## src/rtl/core/hbet_pkg.sv

```systemverilog
package hbet_pkg;

	localparam int TableDepth  = 32;
	localparam int MaxKeyBytes = 8;
	localparam int MaxOut      = 32;
	localparam int IdxW        = $clog2(TableDepth);
	localparam int CntW        = 7;
	localparam int QDepth      = 2;

	typedef enum logic [1:0] {
		CMD_INSERT = 2'd0,
		CMD_LOOKUP = 2'd1,
		CMD_REMOVE = 2'd2,
		CMD_REMALL = 2'd3
	} cmd_t;

	typedef enum logic [1:0] {
		ST_OK       = 2'd0,
		ST_NOTFOUND = 2'd1,
		ST_FULL     = 2'd2,
		ST_INVALID  = 2'd3
	} status_t;

	typedef struct packed {
		logic [1:0]  cmd;
		logic [63:0] key_bytes;
		logic [3:0]  key_len;
		logic [30:0] rec_page;
		logic [15:0] rec_slot;
	} req_t;

	typedef struct packed {
		logic [1:0]  status;
		logic        inserted;
		logic [30:0] match_page;
		logic [15:0] match_slot;
		logic [6:0]  num_removed;
		logic [6:0]  num_held;
		logic        last;
	} rsp_t;

	// classified request passed from front to back
	typedef struct packed {
		cmd_t        cmd;
		logic        invalid;
		logic [63:0] key;
		logic [3:0]  key_len;
		logic [30:0] page;
		logic [15:0] slot;
	} work_t;

	typedef enum logic [2:0] {
		BK_IDLE,
		BK_READ,
		BK_CHECK,
		BK_MOVE,
		BK_DONE
	} bk_state_t;

	function automatic logic [63:0] key_mask(input logic [3:0] len);
		logic [63:0] m;
		m = '0;
		for (int b = 0; b < 8; b++)
			if (4'(b) < len) m[b*8 +: 8] = 8'hFF;
		return m;
	endfunction

endpackage

```

## src/rtl/core/hbet_front.sv

```systemverilog
module hbet_front (
	input  logic             clk,
	input  logic             arst_n,
	input  logic             start,
	input  hbet_pkg::req_t   req,
	input  logic             back_idle,
	output logic             busy,
	output logic             q_valid,
	output hbet_pkg::work_t  q_data,
	input  logic             q_pop
);

	localparam int PtrW = $clog2(hbet_pkg::QDepth);

	hbet_pkg::work_t        q_mem [hbet_pkg::QDepth];
	logic [PtrW-1:0]        wr_ptr_q, rd_ptr_q;
	logic [PtrW:0]          count_q;
	logic                   take;
	hbet_pkg::work_t        cls;

	// one request in flight at a time: table state depends on prior request
	assign busy    = (count_q != '0) || !back_idle;
	assign take    = start && !busy;
	assign q_valid = (count_q != '0);
	assign q_data  = q_mem[rd_ptr_q];

	// classify the request
	always_comb begin
		cls.cmd     = hbet_pkg::cmd_t'(req.cmd);
		cls.key     = req.key_bytes & hbet_pkg::key_mask(req.key_len);
		cls.key_len = req.key_len;
		cls.page    = req.rec_page;
		cls.slot    = req.rec_slot;
		cls.invalid = (req.key_len > 4'(hbet_pkg::MaxKeyBytes)) ||
			(hbet_pkg::cmd_t'(req.cmd) == hbet_pkg::CMD_INSERT && req.rec_page == '0);
	end

	always_ff @(posedge clk) begin
		if (take) q_mem[wr_ptr_q] <= cls;
	end

	always_ff @(posedge clk or negedge arst_n) begin
		if (!arst_n) begin
			wr_ptr_q <= '0;
			rd_ptr_q <= '0;
			count_q  <= '0;
		end else begin
			if (take) wr_ptr_q <= wr_ptr_q + 1'b1;
			if (q_pop) rd_ptr_q <= rd_ptr_q + 1'b1;
			count_q <= count_q + (PtrW+1)'(take) - (PtrW+1)'(q_pop);
		end
	end

	a_no_pop_empty: assert property (@(posedge clk) disable iff (!arst_n)
		q_pop |-> q_valid) else $error("pop from empty queue");
	a_no_overflow: assert property (@(posedge clk) disable iff (!arst_n)
		count_q <= (PtrW+1)'(hbet_pkg::QDepth)) else $error("queue overflow");
	a_take_busy: assert property (@(posedge clk) disable iff (!arst_n)
		take |=> busy) else $error("busy not raised after take");

endmodule

```

## config.mk

```make
export PLATFORM = sky130hd
export DESIGN_NAME = hbet_front
export DESIGN_NICKNAME = d
export VERILOG_FILES = /design/src/rtl/core/hbet_pkg.sv /design/src/rtl/core/hbet_front.sv
export SDC_FILE = /design/constraint.sdc
export NUM_CORES = 1
export LEC_CHECK = 0
export BUFFER_PORTS_ARGS = -buffer_cell sky130_fd_sc_hd__buf_2
export CORE_UTILIZATION = 30
export DETAILED_ROUTE_END_ITERATION = 6
export GPL_ROUTABILITY_DRIVEN = 0
export PLACE_DENSITY_LB_ADDON = 0.12
export SYNTH_ARGS = -nofsm -noshare
export SYNTH_HDL_FRONTEND = slang
export SYNTH_SLANG_ARGS = --single-unit
export TNS_END_PERCENT = 5
```

## constraint.sdc

```tcl
create_clock -name clk -period 14.42 [get_ports clk]
set_input_delay 4.326 -clock clk [delete_from_list [all_inputs] [get_ports clk]]
set_output_delay 4.326 -clock clk [all_outputs]
set_load 0.01 [all_outputs]
```

==> impl_metrics.py <==
metrics = {
    "detailed_routing": {
        "drt_iter0_markers": 202,
        "drt-vias-per-instance": 4.45,
        "num_vias": 5094,
        "drt-total-wl_um": 20300,
        "ant_nets": 0,
        "routedWlPerCell_um": 17.7,
        "dr.pass1.iters": 4,
        "drc": 0,
    },
    "synth": {
        "synth_mux_area_frac": 0.144,
        "synthesis.nets": 596,
        "netlist_area_mm2": 0.00922,
        "synth-xor-area-share": 0.00380,
        "yosysTopAreaCell": "edfxtp_1",
        "synth.distinct_cells": 24,
        "netlist_top_cells_area": "edfxtp_1, mux2_2, nor2b_1, and2_1, dfrtp_1",
        "synth_fa_ha_area_frac": 0.00271,
        "ys_seq_area_frac": 0.779,
        "avgSynthCellArea_um2": 19.5,
        "netlist_instances": 472,
        "yosysWarnings": 0,
        "synth-simple-area-share": 0.0573,
        "ys_ff_latch": 240,
        "synth_compound_area_frac": 0.00394,
        "synth_top_family_by_area": "multiplexers",
        "synth_top_area_share": 0.769,
    },
    "placement": {
        "pre_cts_ws_ps": 5500,
        "portBuffers": 241,
        "hpwl_um": 13100,
    },
    "floorplan": {
        "coreArea_mm2": 0.0300,
        "io_pins": 242,
        "die_area_mm2": 0.0314,
        "row_count": 63,
        "die_y_um": 177,
        "start_util": 0.308,
        "die_width_um": 177,
    },
    "global_route": {
        "busiest_layer": "met2",
        "grt_first_pass_wirelength_um": 30200,
        "met1_usage": 0.153,
        "overflow": 0,
        "use_met3": 0.0473,
        "globalRouteTotalUtil": 0.126,
        "met2_usage": 0.206,
        "grt_max_degree": 64,
        "antenna_found_initial": 3,
        "grt_pass1_vias": 5426,
    },
    "clocking": {
        "ctsHoldBuffers": 0,
        "postCtsSetupBuffers": 0,
        "cts_buffers": 27,
        "ctsRootBufferMaster": "clkbuf_16",
        "ctsResizeCount": 0,
        "path_clk_slew_ps": 60,
        "cts_tree": "done",
        "clk_path_buf_depth": 3,
        "clock-sinks": 240,
        "cts_max_level": 1,
        "insertion_delay_ps": 530,
    },
    "layout": {
        "fin_nets": 858,
        "drive_gt1_frac": 0.547,
        "syn_to_final_growth_pct": 28.3,
        "fillerInstances": 2858,
    },
    "power_and_ir_drop": {
        "ir_worst_vdd_mv": 0.0746,
        "p_leak_nw": 4.33,
        "p_per_area_mw_per_mm2": 170,
    },
    "timing": {
        "max_slew_margin": 0.374,
        "finalSetupViolCount": 0,
        "fmax_ghz": 0.112,
        "post-route-period-util": 0.619,
        "setup_slack_ps": 5490,
        "final_hold_viol_count": 0,
        "worst_pin_slew_ps": 939,
        "fin_crit_ps": 8930,
        "rsz0062_at_grt": "no",
        "tns_ps": 0,
        "whs_ps": 481,
        "skew_ps": 6.92,
        "final_max_slew_viol_count": 0,
    },
    "worst_setup_path": {
        "worstPathArrival_ps": 4600,
        "worstRegToRegCells": 4,
        "critPathKind": "in -> out",
        "crit_path_end_kind": "primary output",
        "required_ps": 10090,
        "r2r_start": "count_q[0]",
        "timing.rr.end": "q_mem[0][60]",
        "start_kind": "input pin",
        "rrSetupSlack_ps": 12230,
        "worstPathMaxFanout": 2,
    },
    "worst_hold_path": {
        "hold_start": "count_q[1]",
        "min_path_cells": 1,
        "hold_end": "count_q[1]",
        "hp-class": "reg -> reg",
    },
    "run_status": {
        "outcome": "complete, no violations",
    },
    "flow_run": {
        "drv_cap": 0,
    },
}
synthesized netlist by cell type:
cell      number
a211oi_1       1
nor3_1         1
and2_1        24
nor2b_1       33
ha_1           2
nor4_2         1
nor2_1         7
nor4_1         7
or3_1          1
nand2_1        2
buf_2         13
inv_1          3
xor2_1         1
and2b_1        7
mux2_2       118
o21ai_0        1
nand4_1        2
dfrtp_1        4
clkbuf_1       1
o31ai_1        2
xnor2_1        3
a21oi_2        1
edfxtp_1     236
nand3_1        1
metal layers:
layer | vias up | wire length [µm] | part of all wire
met1 | 2516 | 8160 | 0.40
met5 | - | 32 | 0.0016
li1 | 2349 | - | -
met2 | 189 | 9490 | 0.47
met4 | 4 | 535 | 0.026
met3 | 36 | 2060 | 0.10
where the power goes:
| group | switching, mW | internal, mW | total (mW) |
|---|---|---|---|
| logic | 0.226 | 0.223 | 0.449 |
| registers | 0.0439 | 0.828 | 0.872 |
| clock network | 0.262 | 0.432 | 0.694 |
kinds of logic after synthesis:
family                   after synthesis
flip-flops                           240
adder cells (fa/ha/maj)                2
multiplexers                         118
AND/OR/NAND/NOR                       86
buffers and inverters                 17
XOR/XNOR                               4
AO/OA/AOI/OAI                          5
worst max-delay path, stage by stage:
cell	delay [ps]
buf_2	110
nand2_1	40
buf_2	120
registers in the layout, summed over array words and instances (netlist names):
| name | count |
|---|---|
| wr_ptr_q | 1 |
| count_q | 2 |
| rd_ptr_q | 1 |
| q_mem | 236 |
final cells by class:
type                       instances  area [µm²]  area share
timing repair buffer             247        1250       0.106
multi-input combinational        215        1970       0.167
antenna                            1        2.50    0.000212
sequential                       240        7190       0.608
inverter                           3        11.3    0.000952
clock inverter                    19         221      0.0187
clock buffer                      31         691      0.0584
tap                              390         488      0.0413
worst max path at each step:
stage	from	to	slack (ps)	cells past startpoint
finish	back_idle	busy	5490	3
global route	back_idle	busy	5470	3
CTS	back_idle	busy	5490	3
detailed placement	back_idle	busy	5500	3
global placement	back_idle	busy	5490	3
floorplan	start	q_mem[0][0]	4420	2
cells in the final DEF (no fill, tap or decap), types with 2 or more instances in the layout:
cell / instances
nor2_4: 2
nor2b_1: 33
xnor2_1: 3
clkinv_2: 8
o31ai_1: 2
mux2_2: 118
clkinv_1: 4
nor4_1: 7
nand4_1: 2
edfxtp_1: 236
clkbuf_16: 27
dfrtp_1: 3
ha_1: 2
buf_4: 6
clkbuf_1: 4
bufinv_16: 5
nand2_1: 2
inv_1: 3
and2b_1: 7
buf_2: 241
and2_1: 24
nor2_1: 5
through the flow:
step | std cells | area [µm²] | utilization | power [mW]
2_1_floorplan | 472 | 9220 | - | 1.17
3_3_place_gp | 1095 | 10900 | 0.364 | 1.34
3_5_place_dp | 1095 | 10900 | 0.364 | 1.35
4_1_cts | 1145 | 11800 | 0.395 | 2.05
5_1_grt | 1146 | 11800 | 0.395 | 2.11
6_report | 1146 | 11800 | 0.395 | 2.01
Power figures use the tool's default switching activity.
