**src/rtl/core/hbet_pkg.sv**
```systemverilog
package hbet_pkg;

	localparam int TableDepth  = 32;
	localparam int MaxKeyBytes = 8;
	localparam int MaxOut      = 32;
	localparam int IdxW        = $clog2(TableDepth);
	localparam int CntW        = 7;
	localparam int QDepth      = 2;

	typedef enum logic [1:0] {
		CMD_INSERT = 2'd0,
		CMD_LOOKUP = 2'd1,
		CMD_REMOVE = 2'd2,
		CMD_REMALL = 2'd3
	} cmd_t;

	typedef enum logic [1:0] {
		ST_OK       = 2'd0,
		ST_NOTFOUND = 2'd1,
		ST_FULL     = 2'd2,
		ST_INVALID  = 2'd3
	} status_t;

	typedef struct packed {
		logic [1:0]  cmd;
		logic [63:0] key_bytes;
		logic [3:0]  key_len;
		logic [30:0] rec_page;
		logic [15:0] rec_slot;
	} req_t;

	typedef struct packed {
		logic [1:0]  status;
		logic        inserted;
		logic [30:0] match_page;
		logic [15:0] match_slot;
		logic [6:0]  num_removed;
		logic [6:0]  num_held;
		logic        last;
	} rsp_t;

	// classified request passed from front to back
	typedef struct packed {
		cmd_t        cmd;
		logic        invalid;
		logic [63:0] key;
		logic [3:0]  key_len;
		logic [30:0] page;
		logic [15:0] slot;
	} work_t;

	typedef enum logic [2:0] {
		BK_IDLE,
		BK_READ,
		BK_CHECK,
		BK_MOVE,
		BK_DONE
	} bk_state_t;

	function automatic logic [63:0] key_mask(input logic [3:0] len);
		logic [63:0] m;
		m = '0;
		for (int b = 0; b < 8; b++)
			if (4'(b) < len) m[b*8 +: 8] = 8'hFF;
		return m;
	endfunction

endpackage

```
**src/rtl/core/hbet_back.sv**
```systemverilog
module hbet_back (
	input  logic             clk,
	input  logic             arst_n,
	input  logic             q_valid,
	input  hbet_pkg::work_t  q_data,
	output logic             q_pop,
	output logic             idle,
	output logic             done,
	output hbet_pkg::rsp_t   rsp
);

	localparam int EntW = 64 + 4 + 31 + 16;
	localparam int IdxW = hbet_pkg::IdxW;
	localparam int CntW = hbet_pkg::CntW;

	logic [EntW-1:0]           mem [hbet_pkg::TableDepth];
	logic [EntW-1:0]           rd_q;
	hbet_pkg::bk_state_t       state_q, state_d;
	hbet_pkg::work_t           w_q;
	logic [CntW-1:0]           fill_q, fill_d;
	logic [CntW-1:0]           idx_q, idx_d;
	logic [CntW-1:0]           rem_q, rem_d;
	logic [5:0]                nout_q, nout_d;
	logic [IdxW-1:0]           rd_addr;
	logic                      wr_en;
	logic [IdxW-1:0]           wr_addr;
	logic [EntW-1:0]           wr_data;
	logic                      key_hit, rec_hit;
	logic                      done_d;
	hbet_pkg::rsp_t            rsp_d;
	logic                      latch_w;

	// entry layout: key, key length, page, slot
	assign key_hit = rd_q[EntW-1 -: 64] == w_q.key && rd_q[47 +: 4] == w_q.key_len;
	assign rec_hit = rd_q[16 +: 31] == w_q.page && rd_q[15:0] == w_q.slot;

	// table memory, one read and one write port
	always_ff @(posedge clk) begin
		if (wr_en) mem[wr_addr] <= wr_data;
		rd_q <= mem[rd_addr];
	end

	always_ff @(posedge clk or negedge arst_n) begin
		if (!arst_n) begin
			state_q <= hbet_pkg::BK_IDLE;
			fill_q  <= '0;
			idx_q   <= '0;
			rem_q   <= '0;
			nout_q  <= '0;
			done    <= 1'b0;
		end else begin
			state_q <= state_d;
			fill_q  <= fill_d;
			idx_q   <= idx_d;
			rem_q   <= rem_d;
			nout_q  <= nout_d;
			done    <= done_d;
		end
	end

	always_ff @(posedge clk) begin
		if (latch_w) w_q <= q_data;
		if (done_d) rsp <= rsp_d;
	end

	// sequencer: scan each entry; read address issued, then checked
	always_comb begin
		state_d = state_q;
		fill_d  = fill_q;
		idx_d   = idx_q;
		rem_d   = rem_q;
		nout_d  = nout_q;
		done_d  = 1'b0;
		rsp_d   = '0;
		q_pop   = 1'b0;
		latch_w = 1'b0;
		wr_en   = 1'b0;
		wr_addr = idx_q[IdxW-1:0];
		wr_data = {w_q.key, w_q.key_len, w_q.page, w_q.slot};
		rd_addr = idx_q[IdxW-1:0];
		unique case (state_q)
			hbet_pkg::BK_IDLE: begin
				if (q_valid) begin
					q_pop   = 1'b1;
					latch_w = 1'b1;
					idx_d   = '0;
					rem_d   = '0;
					nout_d  = '0;
					state_d = hbet_pkg::BK_READ;
				end
			end
			hbet_pkg::BK_READ: begin
				if (w_q.invalid) begin
					done_d = 1'b1;
					rsp_d.status = hbet_pkg::ST_INVALID;
					rsp_d.num_held = fill_q;
					rsp_d.last = 1'b1;
					state_d = hbet_pkg::BK_IDLE;
				end else if (idx_q >= fill_q ||
						(w_q.cmd == hbet_pkg::CMD_LOOKUP && nout_q == 6'(hbet_pkg::MaxOut))) begin
					state_d = hbet_pkg::BK_DONE;
				end else begin
					rd_addr = idx_q[IdxW-1:0];
					state_d = hbet_pkg::BK_CHECK;
				end
			end
			hbet_pkg::BK_CHECK: begin
				state_d = hbet_pkg::BK_READ;
				idx_d   = idx_q + 1'b1;
				unique case (w_q.cmd) inside
					hbet_pkg::CMD_INSERT: begin
						if (key_hit && rec_hit) begin
							done_d = 1'b1;
							rsp_d.status = hbet_pkg::ST_OK;
							rsp_d.num_held = fill_q;
							rsp_d.last = 1'b1;
							state_d = hbet_pkg::BK_IDLE;
						end
					end
					hbet_pkg::CMD_LOOKUP: begin
						if (key_hit) begin
							done_d = 1'b1;
							rsp_d.status = hbet_pkg::ST_OK;
							rsp_d.match_page = rd_q[16 +: 31];
							rsp_d.match_slot = rd_q[15:0];
							rsp_d.num_held = fill_q;
							nout_d = nout_q + 1'b1;
						end
					end
					hbet_pkg::CMD_REMOVE, hbet_pkg::CMD_REMALL: begin
						if (key_hit && (w_q.cmd == hbet_pkg::CMD_REMALL || rec_hit)) begin
							rem_d  = rem_q + 1'b1;
							fill_d = fill_q - 1'b1;
							idx_d  = idx_q;
							if (idx_q != fill_q - 1'b1) begin
								rd_addr = IdxW'(fill_q - 1'b1);
								state_d = hbet_pkg::BK_MOVE;
							end else state_d = hbet_pkg::BK_READ;
							if (w_q.cmd == hbet_pkg::CMD_REMOVE && idx_q == fill_q - 1'b1)
								state_d = hbet_pkg::BK_DONE;
						end
					end
				endcase
			end
			hbet_pkg::BK_MOVE: begin
				// rd_q holds last entry; write it into the hole, then recheck the hole (remove-all) or finish (remove-one)
				wr_en   = 1'b1;
				wr_data = rd_q;
				state_d = (w_q.cmd == hbet_pkg::CMD_REMOVE) ? hbet_pkg::BK_DONE
					: hbet_pkg::BK_READ;
			end
			hbet_pkg::BK_DONE: begin
				done_d = 1'b1;
				rsp_d.num_held = fill_q;
				rsp_d.last = 1'b1;
				state_d = hbet_pkg::BK_IDLE;
				unique case (w_q.cmd) inside
					hbet_pkg::CMD_INSERT: begin
						if (fill_q >= CntW'(hbet_pkg::TableDepth))
							rsp_d.status = hbet_pkg::ST_FULL;
						else begin
							wr_en = 1'b1;
							wr_addr = fill_q[IdxW-1:0];
							fill_d = fill_q + 1'b1;
							rsp_d.status = hbet_pkg::ST_OK;
							rsp_d.inserted = 1'b1;
							rsp_d.num_held = fill_q + 1'b1;
						end
					end
					hbet_pkg::CMD_LOOKUP: begin
						if (nout_q == '0) rsp_d.status = hbet_pkg::ST_NOTFOUND;
						else begin
							done_d = 1'b0;
						end
					end
					hbet_pkg::CMD_REMOVE, hbet_pkg::CMD_REMALL: begin
						rsp_d.status = (rem_q == '0) ? hbet_pkg::ST_NOTFOUND
							: hbet_pkg::ST_OK;
						rsp_d.num_removed = rem_q;
					end
				endcase
			end
			default: state_d = hbet_pkg::BK_IDLE;
		endcase
	end

	assign idle = (state_q == hbet_pkg::BK_IDLE);

	a_fill_range: assert property (@(posedge clk) disable iff (!arst_n)
		fill_q <= CntW'(hbet_pkg::TableDepth)) else $error("fill count out of range");
	a_pop_idle: assert property (@(posedge clk) disable iff (!arst_n)
		q_pop |-> state_q == hbet_pkg::BK_IDLE) else $error("pop while busy");
	a_done_one: assert property (@(posedge clk) disable iff (!arst_n)
		(done && rsp.last) |=> !done) else $error("result after last");

endmodule

```
**config.mk**
```make
export PLATFORM = sky130hd
export DESIGN_NAME = hbet_back
export DESIGN_NICKNAME = d
export VERILOG_FILES = /design/src/rtl/core/hbet_pkg.sv /design/src/rtl/core/hbet_back.sv
export SDC_FILE = /design/constraint.sdc
export NUM_CORES = 2
export LEC_CHECK = 0
export BUFFER_PORTS_ARGS = -buffer_cell sky130_fd_sc_hd__buf_2
export CELL_PAD_IN_SITES_DETAIL_PLACEMENT = 0
export CELL_PAD_IN_SITES_GLOBAL_PLACEMENT = 2
export CORE_UTILIZATION = 42
export CTS_CLUSTER_DIAMETER = 80
export DETAILED_ROUTE_END_ITERATION = 16
export GPL_TIMING_DRIVEN = 1
export PLACE_DENSITY_LB_ADDON = 0.2
export SLEW_MARGIN = 20
export SYNTH_ARGS = -nofsm -noshare
export SYNTH_HDL_FRONTEND = slang
export SYNTH_SLANG_ARGS = --single-unit
```
**constraint.sdc**
```tcl
create_clock -name clk -period 6.67 [get_ports clk]
set_input_delay 0.667 -clock clk [delete_from_list [all_inputs] [get_ports clk]]
set_output_delay 0.667 -clock clk [all_outputs]
set_load 0.02 [all_outputs]
```
==> summary.md <==
| Metric | Value |
|---|---|
| Status | `complete, no violations` |
| Synth top area share | `between 70% and 80%` |
| Met2 usage | `roughly 43%` |
| Gate Count Post-Synth | `just over 10000` |
| First-pass GRT wire length | `between 700 and 800 mm` |
| Sw Ratio | `between 20% and 30%` |
| Leakage | `slightly above 0.06 µW` |
| Final setup violation count | `0` |
| Post-Synth Simple-Gate Area | `between 8 and 9%` |
| Vias/cell | `between 5 and 6` |
| Synth area leader | `edfxtp_1` |
| Cell internal pwr | `approximately 48000 µW` |
| Area growth, synth to finish | `15.4%` |
| Fmax | `between 0.15 and 0.2 GHz` |
| Die Y | `just over 600 µm` |
| Via Count | `about 95000` |
| Layout Nets | `between 10000 and 15000` |
| Cell with the most instances after synthesis | `edfxtp_1` |
| Top Usage Layer GRT | `met2` |
| Worst-path fanout max | `18` |
| Critical path class | `register to register` |
| Worst Hold Class | `input port to register` |
| Combinational power share | `between 10% and 20%` |
| Distinct cells, synth | `77` |
| Clock latency on the worst-skew pair | `1010 ps` |
| Clock Tree Buf Depth | `4` |
| Total gr overflow | `0` |
| Combinational family with the most area after synthesis | `simple AND/OR/NAND/NOR gates` |
| Share of layout cells above drive strength 1 | `between 10% and 20%` |
| Switch Pwr | `between 15000 and 20000 µW` |
| Critical path launch point type | `register` |
| PD cells | `between 300 and 400 nW/µm²` |
| Final Slew Violations | `0` |
| Part of the power in registers | `46.9%` |
| Final Hold Vio Count | `0` |
| Crit end category | `register` |
| Max-slew headroom | `between 20% and 30%` |
| Main area contributors after synthesis | `edfxtp_1 (75%), nand2_1 (4.9%), mux2i_1 (4.1%)` |
| Mapped Area | `155000 µm²` |
| Drt drc | `0` |
| Worst Max-Slew Pin Slew | `1150 ps` |
| Data arrival, critical path | `between 6000 and 7000 ps` |
| First DRT Iteration DRCs | `between 10000 and 15000` |
| CTS tree | `yes` |
| Initial antenna violation count | `23` |
| Synth Area in Adders | `less than 1%` |
| Post-synth EDFFs | `3863` |
| # IOs | `189` |
| Die Width | `slightly above 600 µm` |
| Main synth FF type | `edfxtp_1` |
| Final clock skew | `roughly 110 ps` |
| Syn Area/Cell | `around 15 µm²` |
| Routing usage on met1 | `about two fifths` |
| Post-synth ARST share | `less than 1%` |
| Sink Count | `between 4000 and 5000` |
| Post-CTS Setup Bufs | `0` |
| RSZ-0062 raised after global routing | `no` |
| XOR/XNOR Fraction of Synth Area | `less than 1%` |
| Post-DP HPWL | `258 mm` |
| Core Area | `approximately 370000 µm²` |
| DRT Pass-1 Iters | `6` |
| PortBufs | `around 190` |
| Placement Setup Slack | `547 ps` |
| Compound-Gate Fraction of Synth Area | `about 7.2%` |
| ANT nets after route | `0` |
| Worst-path clk slew | `around 60 ps` |
| RD Place Congestion | `0.806` |
| Critical Path RT | `around 7500 ps` |
| Mapped Nets | `roughly 10000` |
| Post-synthesis mux area share | `under 10%` |
| Num CTS Buffers | `427` |
| Min Tclk post-route | `slightly above 6000 ps` |
| Final Cycle Share | `between 90 and 100%` |
| Max cap viols | `0` |
| Clock Tree Root | `clkbuf_16` |
| Wirelength, routed | `517 mm` |
| Synthesis-stage register bit count | `about 4000` |
| M3 GR Usage | `3.16%` |
| Post-synthesis sequential area ratio | `76.6%` |
| Yosys warnings | `0` |
| Pin count of the biggest net entering global routing | `around 150` |
| Post-route setup slack | `527 ps` |
| Starting Density | `a little over two fifths` |
| Final core area utilization | `around 50%` |
| Die area | `between 300000 and 400000 µm²` |
| Htree depth | `5` |
| Row count | `~220` |
| Clk network pwr share | `between 30 and 40%` |
| Vias in the first global route | `about 90000` |
| Routed WL per cell | `32.3 µm` |
| Tot GR Track Use | `between 20% and 30%` |
| Commonest cells post-synth | `edfxtp_1 (3863), nand2_1 (2015), mux2i_1 (630)` |
| VDD IR max | `around 240 µV` |
-- kinds of logic after synthesis --
logic type | after synthesis
buffers and inverters | 680
flip-flops | 4009
XOR/XNOR | 136
AND/OR/NAND/NOR | 3092
adder cells (fa/ha/maj) | 14
AO/OA/AOI/OAI | 1649
multiplexers | 742
-- final timing paths --
check / startpoint / endpoint / slack [ps] / depth (start not counted)
setup / recovery: rd_q[4]$_DFF_P_ / rd_q[100]$_DFF_P_ / 530 / 13
hold reg to reg: w_q[115]$_DFFE_PP_ / state_q[1]$_DFFE_PN0P_ / 520 / 1
max in group asynchronous: arst_n / idx_q[2]$_DFFE_PN0P_ / 5790 / 2
min in group asynchronous: arst_n / nout_q[5]$_DFFE_PN0P_ / 350 / 2
hold / removal: q_data[82] / w_q[82]$_DFFE_PP_ / 100 / 1
setup reg to reg: rd_q[4]$_DFF_P_ / rd_q[100]$_DFF_P_ / 530 / 13
-- state kept, by name, summed over array words and instances (netlist names) --
name,cells
idx_q,7
state_q,3
mem,3680
rem_q,7
w_q,118
done,1
nout_q,6
rsp,65
fill_q,7
rd_q,115
-- final cells by class --
type | count | area [µm²]
diodes | 8 | 20.0
inverters | 25 | 93.8
clock buffers | 580 | 11800
multi-input cells | 5633 | 33900
repair buffers | 601 | 6030
flip-flops and latches | 4009 | 119000
well taps | 4928 | 6170
clock inverters | 209 | 2230
fillers | 30900 | 188000
-- worst max-delay path, stage by stage, from the launching register on --
cell	delay (ps)
dfxtp_1	580
xor2_1	230
nor4_1	940
nand4_1	400
nor3_2	610
a2bb2oi_2	550
nand2_2	160
o31ai_4	510
buf_4	320
nand2_4	400
buf_4	410
o22ai_1	250
a311oi_1	90
a22oi_1	460
-- per-layer routing --
metal | wire, µm | share of wire (%)
met5 | 24 | 0.0046
met4 | 14600 | 2.8
met3 | 36400 | 7.1
met2 | 242000 | 47
met1 | 224000 | 43
-- layout by cell type (no fill, tap or decap), types with 39 or more instances in the layout --
cell type         n
bufinv_16        40
a31oi_1         195
edfxtp_1       3863
a22oi_1         175
o21ai_0         151
buf_2           188
nor3_1           93
xor2_1           65
nand4_1          46
o2bb2ai_1        39
a311oi_1        152
clkbuf_16       433
a221oi_1         39
xnor2_1          66
nor2_1          107
clkbuf_1        110
dfxtp_1         115
buf_4           160
and2_1           56
o221ai_1         98
clkinv_1         67
clkinv_2         74
a211oi_1        129
nand3_1         534
a21oi_1         408
nand2_1        2011
mux2_2          110
mux2i_1         629
and3_1          129
o22ai_1         112
buf_12          133
dlygate4sd3_1   118
-- through the flow --
stage / area, µm² / hold WS [ps] / instances / power, µW / TNS, ps
after floorplan: 155000 / 371 / 10300 / 38500 / -2293600
after global placement: 164000 / 519 / 15100 / 43500 / 0
after detailed placement: 164000 / 513 / 15100 / 43700 / 0
after CTS: 179000 / 26.1 / 16000 / 67400 / 0
after global routing: 179000 / 63.9 / 16000 / 69100 / 0
final: 179000 / 99.4 / 16000 / 67100 / 0
-- power groups by stage --
stage	Combinational, µW	Clock (µW)	Sequential [µW]
after global placement	11500	0	32000
after detailed placement	11700	0	32000
after global routing	12500	25000	31500
after floorplan	6820	0	31700
final	11800	23800	31500
after CTS	11800	24100	31500
-- what timing repair did --
| item | 4_1_cts | 5_1_grt |
|---|---|---|
| endpoints found under the hold margin | 148 | 0 |
| hold buffers | 118 | 0 |
| gates resized for setup | 0 | 0 |
Power figures use the tool's default switching activity.
